[src/design/mrs_pkg.sv]
// Package for the missing-sample repair block: transaction types, FSM states
// and fixed constants. No dependencies.
`default_nettype none

package mrs_pkg;

  // Longest run of corrupted samples held before a forced hold flush (1..15)
  localparam int unsigned MAX_RUN     = 9;
  // Significant bits of a valid sample (8..32); above 16 the output width rules
  localparam int unsigned SAMPLE_BITS = 16;
  // Default width of the record sample counter (4..24)
  localparam int unsigned COUNT_BITS  = 16;

  localparam int unsigned SUM_BITS  = 32;
  localparam int unsigned FRAC_BITS = 8;
  localparam int unsigned DIV_BITS  = SUM_BITS + FRAC_BITS;
  localparam int unsigned MEAN_BITS = 24;
  localparam int unsigned PEND_BITS = 4;

  typedef struct packed {
    logic signed [16:0] sample_in;
    logic               record_end;
  } in_t;

  typedef struct packed {
    logic [15:0] sample_out;
    logic        was_repaired;
    logic        run_overflow;
    logic        is_final;
    logic [15:0] record_max;
    logic [15:0] record_min;
    logic [23:0] record_mean_q8;
    logic        no_valid_data;
  } out_t;

  typedef enum logic [1:0] {
    ST_IDLE,
    ST_EMIT,
    ST_DIV,
    ST_FIN
  } state_t;

endpackage

`default_nettype wire

[src/design/missing_sample_repair_stats.sv]
// Missing-sample repair with per-record max, min and Q8 mean.
// Depends on mrs_pkg (types, states, constants).
//
//  channel | direction | handshake         | payload
//  --------+-----------+-------------------+-------------------
//  in_     | input     | in_valid/in_stall | mrs_pkg::in_t
//  out_    | output    | out_valid/out_stall | mrs_pkg::out_t
//
// A sample is accepted in ST_IDLE and its results are then presented from ST_EMIT
// as the output register frees up; a corrupted sample that only extends a run gives none.
// The last result of a record takes a statistics update in ST_EMIT, DIV_BITS (40) restoring-divider
// steps for the mean in ST_DIV (skipped with no valid sample) and ST_FIN to present it.
// Synchronous active-low reset returns all record state to its initial values.
// A stalled result holds the output register; input is taken whenever the sequencer idles.
`default_nettype none

module missing_sample_repair_stats #(
  parameter int unsigned COUNT_BITS = mrs_pkg::COUNT_BITS
) (
  input  wire logic         clk,
  input  wire logic         rst_n,
  input  wire logic         in_valid,
  output      logic         in_stall,
  input  wire mrs_pkg::in_t in_data,
  output      logic         out_valid,
  input  wire logic         out_stall,
  output      mrs_pkg::out_t out_data
);

  localparam int unsigned VAL_BITS = (mrs_pkg::SAMPLE_BITS < 16) ? mrs_pkg::SAMPLE_BITS : 16;
  localparam logic [15:0] SMASK    = 16'((33'd1 << VAL_BITS) - 33'd1);
  localparam int unsigned IT_BITS  = $clog2(mrs_pkg::DIV_BITS);
  localparam int unsigned DB       = mrs_pkg::DIV_BITS;
  localparam int unsigned SB       = mrs_pkg::SUM_BITS;
  localparam int unsigned PB       = mrs_pkg::PEND_BITS;

  // record state
  logic [15:0]           last_r, last_nxt;
  logic                  have_r, have_nxt;
  logic [PB-1:0]         pend_r, pend_nxt;
  logic [15:0]           max_r, max_nxt;
  logic [15:0]           min_r, min_nxt;
  logic [SB-1:0]         sum_r, sum_nxt;
  logic [COUNT_BITS-1:0] cnt_r, cnt_nxt;

  // current transaction
  mrs_pkg::state_t       state_r, state_nxt;
  logic [15:0]           n_r, n_nxt;
  logic [15:0]           vp_r, vp_nxt;
  logic [PB-1:0]         left_r, left_nxt;
  logic                  hold_r, hold_nxt;
  logic                  ovf_r, ovf_nxt;
  logic                  end_r, end_nxt;

  // final result waiting on the divider
  logic [15:0]           fv_r, fv_nxt;
  logic                  frep_r, frep_nxt;
  logic                  fovf_r, fovf_nxt;

  // divider
  logic [DB-1:0]         dq_r, dq_nxt;
  logic [COUNT_BITS-1:0] rem_r, rem_nxt;
  logic [IT_BITS-1:0]    it_r, it_nxt;

  // output register
  logic                  out_valid_r, out_valid_nxt;
  mrs_pkg::out_t         out_data_r, out_data_nxt;

  // combinational helper signals
  logic                  slot_free;
  logic                  in_take;
  logic                  corrupt;
  logic [15:0]           n_in;
  logic [15:0]           hv;
  logic [15:0]           avg;
  logic [15:0]           v;
  logic                  v_rep;
  logic [SB:0]           sum_add;
  logic [COUNT_BITS:0]   trial;
  logic                  ge;

  assign slot_free = !out_valid_r || !out_stall;
  assign in_stall  = (state_r != mrs_pkg::ST_IDLE);
  assign in_take   = in_valid && !in_stall;
  assign corrupt   = in_data.sample_in[16];
  assign n_in      = in_data.sample_in[15:0] & SMASK;
  assign hv        = have_r ? last_r : 16'd0;
  assign avg       = 16'(({1'b0, vp_r} + {1'b0, n_r}) >> 1);

  // value of the next result
  always_comb begin
    if (left_r != '0) begin
      v     = hold_r ? n_r : avg;
      v_rep = 1'b1;
    end else begin
      v     = n_r;
      v_rep = hold_r;
    end
  end

  assign sum_add = {1'b0, sum_r} + {{(SB - 16 + 1){1'b0}}, v};

  // one restoring-division step
  assign trial = {rem_r, dq_r[DB-1]};
  assign ge    = (trial >= {1'b0, cnt_r});

  // sequencer
  always_comb begin
    state_nxt     = state_r;
    last_nxt      = last_r;
    have_nxt      = have_r;
    pend_nxt      = pend_r;
    max_nxt       = max_r;
    min_nxt       = min_r;
    sum_nxt       = sum_r;
    cnt_nxt       = cnt_r;
    n_nxt         = n_r;
    vp_nxt        = vp_r;
    left_nxt      = left_r;
    hold_nxt      = hold_r;
    ovf_nxt       = ovf_r;
    end_nxt       = end_r;
    fv_nxt        = fv_r;
    frep_nxt      = frep_r;
    fovf_nxt      = fovf_r;
    dq_nxt        = dq_r;
    rem_nxt       = rem_r;
    it_nxt        = it_r;
    out_valid_nxt = out_valid_r && out_stall;
    out_data_nxt  = out_data_r;

    unique case (state_r)
      mrs_pkg::ST_IDLE: begin
        if (in_take) begin
          end_nxt = in_data.record_end;
          if (corrupt) begin
            if (pend_r >= PB'(mrs_pkg::MAX_RUN) || in_data.record_end) begin
              // flush the run plus this sample as holds
              n_nxt     = hv;
              left_nxt  = pend_r;
              hold_nxt  = 1'b1;
              ovf_nxt   = (pend_r >= PB'(mrs_pkg::MAX_RUN));
              pend_nxt  = '0;
              state_nxt = mrs_pkg::ST_EMIT;
            end else begin
              pend_nxt  = pend_r + PB'(1);
            end
          end else begin
            // interpolate the pending run towards n, then n itself
            n_nxt     = n_in;
            vp_nxt    = have_r ? last_r : n_in;
            left_nxt  = pend_r;
            hold_nxt  = 1'b0;
            ovf_nxt   = 1'b0;
            pend_nxt  = '0;
            last_nxt  = n_in;
            have_nxt  = 1'b1;
            state_nxt = mrs_pkg::ST_EMIT;
          end
        end
      end

      mrs_pkg::ST_EMIT: begin
        if (slot_free) begin
          // running statistics
          if (v > max_r) max_nxt = v;
          if (v < min_r) min_nxt = v;
          sum_nxt = sum_add[SB] ? {SB{1'b1}} : sum_add[SB-1:0];
          if (!(&cnt_r)) cnt_nxt = cnt_r + COUNT_BITS'(1);

          if (left_r != '0) begin
            left_nxt      = left_r - PB'(1);
            vp_nxt        = v;
            out_valid_nxt = 1'b1;
            out_data_nxt  = '0;
            out_data_nxt.sample_out   = v;
            out_data_nxt.was_repaired = v_rep;
            out_data_nxt.run_overflow = ovf_r;
          end else if (end_r) begin
            fv_nxt   = v;
            frep_nxt = v_rep;
            fovf_nxt = ovf_r;
            dq_nxt   = {sum_nxt, {mrs_pkg::FRAC_BITS{1'b0}}};
            rem_nxt  = '0;
            it_nxt   = '0;
            state_nxt = have_r ? mrs_pkg::ST_DIV : mrs_pkg::ST_FIN;
          end else begin
            out_valid_nxt = 1'b1;
            out_data_nxt  = '0;
            out_data_nxt.sample_out   = v;
            out_data_nxt.was_repaired = v_rep;
            out_data_nxt.run_overflow = ovf_r;
            state_nxt     = mrs_pkg::ST_IDLE;
          end
        end
      end

      mrs_pkg::ST_DIV: begin
        rem_nxt = ge ? COUNT_BITS'(trial - {1'b0, cnt_r}) : trial[COUNT_BITS-1:0];
        dq_nxt  = {dq_r[DB-2:0], ge};
        it_nxt  = it_r + IT_BITS'(1);
        if (it_r == IT_BITS'(DB - 1)) state_nxt = mrs_pkg::ST_FIN;
      end

      mrs_pkg::ST_FIN: begin
        if (slot_free) begin
          out_valid_nxt = 1'b1;
          out_data_nxt  = '0;
          out_data_nxt.sample_out   = fv_r;
          out_data_nxt.was_repaired = frep_r;
          out_data_nxt.run_overflow = fovf_r;
          out_data_nxt.is_final     = 1'b1;
          if (have_r) begin
            out_data_nxt.record_max     = max_r;
            out_data_nxt.record_min     = min_r;
            out_data_nxt.record_mean_q8 = (dq_r[DB-1:mrs_pkg::MEAN_BITS] != '0)
                                        ? {mrs_pkg::MEAN_BITS{1'b1}}
                                        : dq_r[mrs_pkg::MEAN_BITS-1:0];
          end else begin
            out_data_nxt.no_valid_data  = 1'b1;
          end
          // record closed: back to initial state
          last_nxt  = '0;
          have_nxt  = 1'b0;
          pend_nxt  = '0;
          max_nxt   = '0;
          min_nxt   = 16'hFFFF;
          sum_nxt   = '0;
          cnt_nxt   = '0;
          state_nxt = mrs_pkg::ST_IDLE;
        end
      end

      default: state_nxt = mrs_pkg::ST_IDLE;
    endcase
  end

  // control and record state
  always_ff @(posedge clk) begin
    if (!rst_n) begin
      state_r     <= mrs_pkg::ST_IDLE;
      out_valid_r <= 1'b0;
      last_r      <= '0;
      have_r      <= 1'b0;
      pend_r      <= '0;
      max_r       <= '0;
      min_r       <= 16'hFFFF;
      sum_r       <= '0;
      cnt_r       <= '0;
    end else begin
      state_r     <= state_nxt;
      out_valid_r <= out_valid_nxt;
      last_r      <= last_nxt;
      have_r      <= have_nxt;
      pend_r      <= pend_nxt;
      max_r       <= max_nxt;
      min_r       <= min_nxt;
      sum_r       <= sum_nxt;
      cnt_r       <= cnt_nxt;
    end
  end

  // payload and working registers
  always_ff @(posedge clk) begin
    n_r        <= n_nxt;
    vp_r       <= vp_nxt;
    left_r     <= left_nxt;
    hold_r     <= hold_nxt;
    ovf_r      <= ovf_nxt;
    end_r      <= end_nxt;
    fv_r       <= fv_nxt;
    frep_r     <= frep_nxt;
    fovf_r     <= fovf_nxt;
    dq_r       <= dq_nxt;
    rem_r      <= rem_nxt;
    it_r       <= it_nxt;
    out_data_r <= out_data_nxt;
  end

  assign out_valid = out_valid_r;
  assign out_data  = out_data_r;

endmodule

`default_nettype wire

[config.mk]
export PLATFORM = sky130hd
export DESIGN_NAME = missing_sample_repair_stats
export DESIGN_NICKNAME = d
export VERILOG_FILES = /design/src/design/mrs_pkg.sv /design/src/design/missing_sample_repair_stats.sv
export SDC_FILE = /design/constraint.sdc
export NUM_CORES = 1
export LEC_CHECK = 0
export BUFFER_PORTS_ARGS = -buffer_cell sky130_fd_sc_hd__buf_2
export CORE_MARGIN = 2
export CORE_UTILIZATION = 45
export DETAILED_ROUTE_END_ITERATION = 12
export GPL_ROUTABILITY_DRIVEN = 1
export GPL_TIMING_DRIVEN = 0
export PLACE_DENSITY = 0.71
export SLEW_MARGIN = 20
export SYNTH_ARGS = -nofsm -noshare
export SYNTH_HDL_FRONTEND = slang
export SYNTH_SLANG_ARGS = --single-unit
export TNS_END_PERCENT = 1
[constraint.sdc]
create_clock -name clk -period 5.68 [get_ports clk]
set_clock_uncertainty 0.2 [all_clocks]
set_input_delay 0.568 -clock clk [delete_from_list [all_inputs] [get_ports clk]]
set_output_delay 0.568 -clock clk [all_outputs]
set_load 0.01 [all_outputs]
==> results <==
- The placer congestion estimate is 0.8732.
- The clock-pin slew of the registers on the worst-case setup and hold paths is 0.06 ns.
- Synthesis instantiated 83 different standard cells from the library.
- The power density normalized to cell area is 357.7 nW/µm².
- Of the total power, the clock network draws 0.340.
- The register with the most flip-flops in the layout has 76 of them.
- The count of final hold-check violations is 0.
- Clock tree synthesis found a total of 299 sinks.
- The top-level I/O count is 100.
- Adding up every negative setup slack in the final design gives 0 ns.
- The internal power consumption is 0.004423 W.
- The element type at the critical path start is a flop.
- The post-route clock period utilization is 0.9554.
- The maximum number of pins on one net before global-route repair is 57.
- The sequential share of the synthesized area is 0.5138.
- In this run the critical register-to-register path is launched from n_r[0].
- STA puts the critical path data required time at 5.74 ns.
- The worst setup path is of the reg -> reg kind.
- Once detailed placement completed, the half-perimeter wirelength came to 28.47 mm.
- Counting cells, the worst reg-to-reg path comes to 19.
- In this run the number of H-tree levels came out at 2.
- The TritonCTS buffer count is 34.
- The startpoint identified for the worst hold timing path is in_data[0].
- The flop-to-flop setup slack is 0.25 ns.
- The number of endpoints failing setup at the final stage is 0.
- Leaving out fill and tap cells, the most frequent cells in the layout are sky130_fd_sc_hd__nor2_1 (240), sky130_fd_sc_hd__edfxtp_1 (195), sky130_fd_sc_hd__nand2_1 (134).
- The number of enable flip-flop cells after synthesis is 195.
- The leakage power total is 6.973 nW.
- The maximum clock insertion buffer count is 3.
- Setup slack closes at 0.2535 ns.
- The horizontal extent of the die is 189.3 µm.
- The final number of max-transition violations is 0.
- Of the cells placed in the final design, the portion with a size suffix greater than 1 is 0.1241.
- Summing all flip-flop and latch instances after layout gives 7938 µm².
- The hold-fix buffer count after cts is 0.
- For the worst-skew pair, the clock arrives at the later sink with an insertion delay of 0.52 ns.
- In the final design database the tool counted 1823 nets.
- The worst setup path endpoint is dq_r[36].
- The worst flop-to-flop path endpoint is dq_r[36].
- The number of instances in the synthesized netlist is 1573.
- Across the run, the number of max-cap violations was 0.
- The type of destination of the critical path is a flop.
- The number of synthesized register bits is 299.
- The library cell used most frequently in the layout, excluding fill and tap cells, is sky130_fd_sc_hd__nor2_1.
- The time the worst path needs with I/O delays and setup is 5.427 ns.
- The number of rows created at floorplan is 67.
- The most critical setup path has its startpoint at n_r[0].
- The worst pin sits at a relative slew slack of 0.3025.
- The first global-routing pass estimated 61.77 mm of wire.
- The flow ran to the end, and the final reports show no timing, DRC or antenna violations.
- For the pin with the worst max-slew slack, the measured transition is 1.039 ns.
- The maximum fanout encountered on the critical timing path is 10.
- The net count of the mapped netlist is 1682.
- Wires add up to 38.70 mm.
- The total standard cell area after synthesis is 15450 µm².
- The via density per instance is 5.597.
- For the worst setup path, the data arrival time is 5.48 ns.
- The area of the die is 35830 µm².
- The area of the multi-input gates is 7024 µm².
- The highest attainable clock frequency is 184.3 MHz.
- The class of the most critical hold timing path is in -> reg.
- The quantity of I/O buffers inserted on ports is 99.
- The worst setup slack after placement is -0.4323 ns.
- The DRC violation count after routing is 0.
- The initial standard-cell utilization of the core is 0.4584.
- After the first detailed-routing iteration, the DRC count stood at 1034.
- Dividing the detail-routed wire length by the instance count gives 17.67 µm.
- The via count of the first global-routing pass is 11700.
- Setup repair after global routing left no endpoint under its margin.
- Of the post-synthesis cell area, the dominant cell type holds 0.3790.
- The pre-antenna-repair detailed-routing pass consisted of 5 iterations.
- The share of total power dissipated in combinational logic is 0.243.
- The core area is 33700 µm².
- Of the total power, the share spent switching nets is 0.3078.
- VDD sags by at most 0.2325 mV.
- After global routing the overflow that remains totals 0.
- In the post-synthesis netlist, the biggest area contributors are sky130_fd_sc_hd__edfxtp_1 (38%), sky130_fd_sc_hd__dfxtp_1 (13%), sky130_fd_sc_hd__ha_1 (6.8%), sky130_fd_sc_hd__nor2_1 (5.9%), sky130_fd_sc_hd__a21oi_1 (3.4%).
- The count of warnings emitted by yosys is 0.
- The area added between synthesis and finish is 15.64%.
- The switching power total is 0.001967 W.
- Summing over every cut layer, the via total after detailed routing is 12260.
- The die outline height is 189.3 µm.
- The most used flip-flop cell after synthesis is sky130_fd_sc_hd__edfxtp_1.
- The clock tree from TritonCTS is built.
- The initial antenna violation count was 5.
- After synthesis, the share of flip-flops with an asynchronous set or reset is 0.
- The global-route total usage across every layer is 0.2156.
- Counting the fill cells in the layout gives 3009.
- The biggest area contributor in the post-synthesis netlist is sky130_fd_sc_hd__edfxtp_1.
- The share of total power dissipated in sequential elements is 0.417.
- The average instance in the mapped netlist occupies 9.821 µm².
- Clock tree synthesis selected as its root buffer the cell sky130_fd_sc_hd__clkbuf_16.
- Hold timing on the final database bottoms out at a slack of 0.05877 ns.
- In this run the remaining antenna-violating nets after routing total 0.
logic make-up after synthesis:
logic type,synth area share
XOR/XNOR,0.03175
multiplexers,0.02057
AO/OA/AOI/OAI,0.1574
flip-flops,0.5138
adder cells (fa/ha/maj),0.07192
buffers and inverters,0.03798
AND/OR/NAND/NOR,0.1666
how the worst min path moves through the flow:
stage,to,slack [ns],cells after the start
6_report,end_r,0.06,1
3_5_place_dp,last_r[14],0.24,2
3_3_place_gp,last_r[9],0.23,2
4_1_cts,end_r,0.05,1
2_1_floorplan,max_r[11],0.23,2
5_1_grt,end_r,0.07,1
synth_stat cells (4+ instances only):
master / n
sky130_fd_sc_hd__a211oi_1: 11
sky130_fd_sc_hd__a21boi_0: 6
sky130_fd_sc_hd__a21boi_1: 4
sky130_fd_sc_hd__a21o_1: 30
sky130_fd_sc_hd__a21oi_1: 105
sky130_fd_sc_hd__a22o_1: 10
sky130_fd_sc_hd__a22oi_1: 12
sky130_fd_sc_hd__a31oi_1: 15
sky130_fd_sc_hd__and2_1: 19
sky130_fd_sc_hd__and3_1: 14
sky130_fd_sc_hd__and4_1: 4
sky130_fd_sc_hd__buf_1: 6
sky130_fd_sc_hd__buf_2: 6
sky130_fd_sc_hd__clkbuf_1: 52
sky130_fd_sc_hd__dfxtp_1: 104
sky130_fd_sc_hd__edfxtp_1: 195
sky130_fd_sc_hd__ha_1: 84
sky130_fd_sc_hd__inv_1: 83
sky130_fd_sc_hd__mux2_2: 6
sky130_fd_sc_hd__mux2i_1: 25
sky130_fd_sc_hd__nand2_1: 135
sky130_fd_sc_hd__nand2b_1: 12
sky130_fd_sc_hd__nand3_1: 56
sky130_fd_sc_hd__nand4_1: 10
sky130_fd_sc_hd__nor2_1: 241
sky130_fd_sc_hd__nor2b_1: 14
sky130_fd_sc_hd__nor3_1: 25
sky130_fd_sc_hd__nor4_1: 11
sky130_fd_sc_hd__o2111ai_1: 5
sky130_fd_sc_hd__o21a_1: 11
sky130_fd_sc_hd__o21ai_0: 70
sky130_fd_sc_hd__o21ai_1: 35
sky130_fd_sc_hd__o22a_1: 16
sky130_fd_sc_hd__o31ai_1: 8
sky130_fd_sc_hd__or3_1: 8
sky130_fd_sc_hd__xnor2_1: 45
sky130_fd_sc_hd__xor2_1: 11
power by group through the flow:
stage	Clock (W)	Sequential, W	Combinational [W]
4_1_cts	0.00221	0.00267	0.00153
6_report	0.00217	0.00267	0.00155
3_5_place_dp	0	0.00271	0.00151
3_3_place_gp	0	0.00271	0.00143
5_1_grt	0.00229	0.00268	0.00171
2_1_floorplan	0	0.00273	0.00101
worst max-delay path: stages (launching register included):
cell	delay [ns]
sky130_fd_sc_hd__edfxtp_1	0.41
sky130_fd_sc_hd__and2_1	0.19
sky130_fd_sc_hd__fa_1	0.42
sky130_fd_sc_hd__a211oi_1	0.31
sky130_fd_sc_hd__o21ai_1	0.19
sky130_fd_sc_hd__a21oi_1	0.30
sky130_fd_sc_hd__o21bai_1	0.10
sky130_fd_sc_hd__a21oi_1	0.17
sky130_fd_sc_hd__xnor2_1	0.10
sky130_fd_sc_hd__mux2i_2	0.38
sky130_fd_sc_hd__inv_1	0.24
sky130_fd_sc_hd__ha_1	0.40
sky130_fd_sc_hd__nand2_1	0.08
sky130_fd_sc_hd__o21ai_0	0.25
sky130_fd_sc_hd__nor2_1	0.14
sky130_fd_sc_hd__a21oi_2	0.30
sky130_fd_sc_hd__o21ai_2	0.25
sky130_fd_sc_hd__nor4_2	0.42
sky130_fd_sc_hd__and3_1	0.24
sky130_fd_sc_hd__o31ai_1	0.08
layout make-up:
cell class,count,share of cell area
buffer,66,0.01513
tap,448,0.03138
inverter,85,0.01793
antenna,2,0.0002802
timing repair buffer,105,0.03495
sequential,299,0.4443
clock buffer,41,0.05197
multi-input combinational,1123,0.3932
clock inverter,21,0.01086
stage by stage:
step	cells	util	total power, W	instance area [µm²]
floorplan	1573	-	0.003742	15450
detailed placement	2126	0.4945	0.004225	16660
CTS	2188	0.5284	0.006404	17810
global placement	2120	0.4899	0.004149	16510
finish	2190	0.5301	0.006390	17860
global route	2189	0.5300	0.006687	17860
routing by layer:
| metal | track usage | vias to the layer above | wire length, µm |
|---|---|---|---|
| met5 | 0 | - | 27 |
| met4 | 0.07901 | 6 | 1331 |
| met3 | 0.03652 | 86 | 2307 |
| met2 | 0.3539 | 383 | 18030 |
| met1 | 0.2875 | 5834 | 17000 |
| li1 | - | 5948 | - |
repair_timing:
action / CTS / global route
setup buffers: 0 / 0
resized for setup: 5 / 15
endpoints found under the setup margin: 36 / 79
Note: power is estimated with default switching activity, not from simulation.
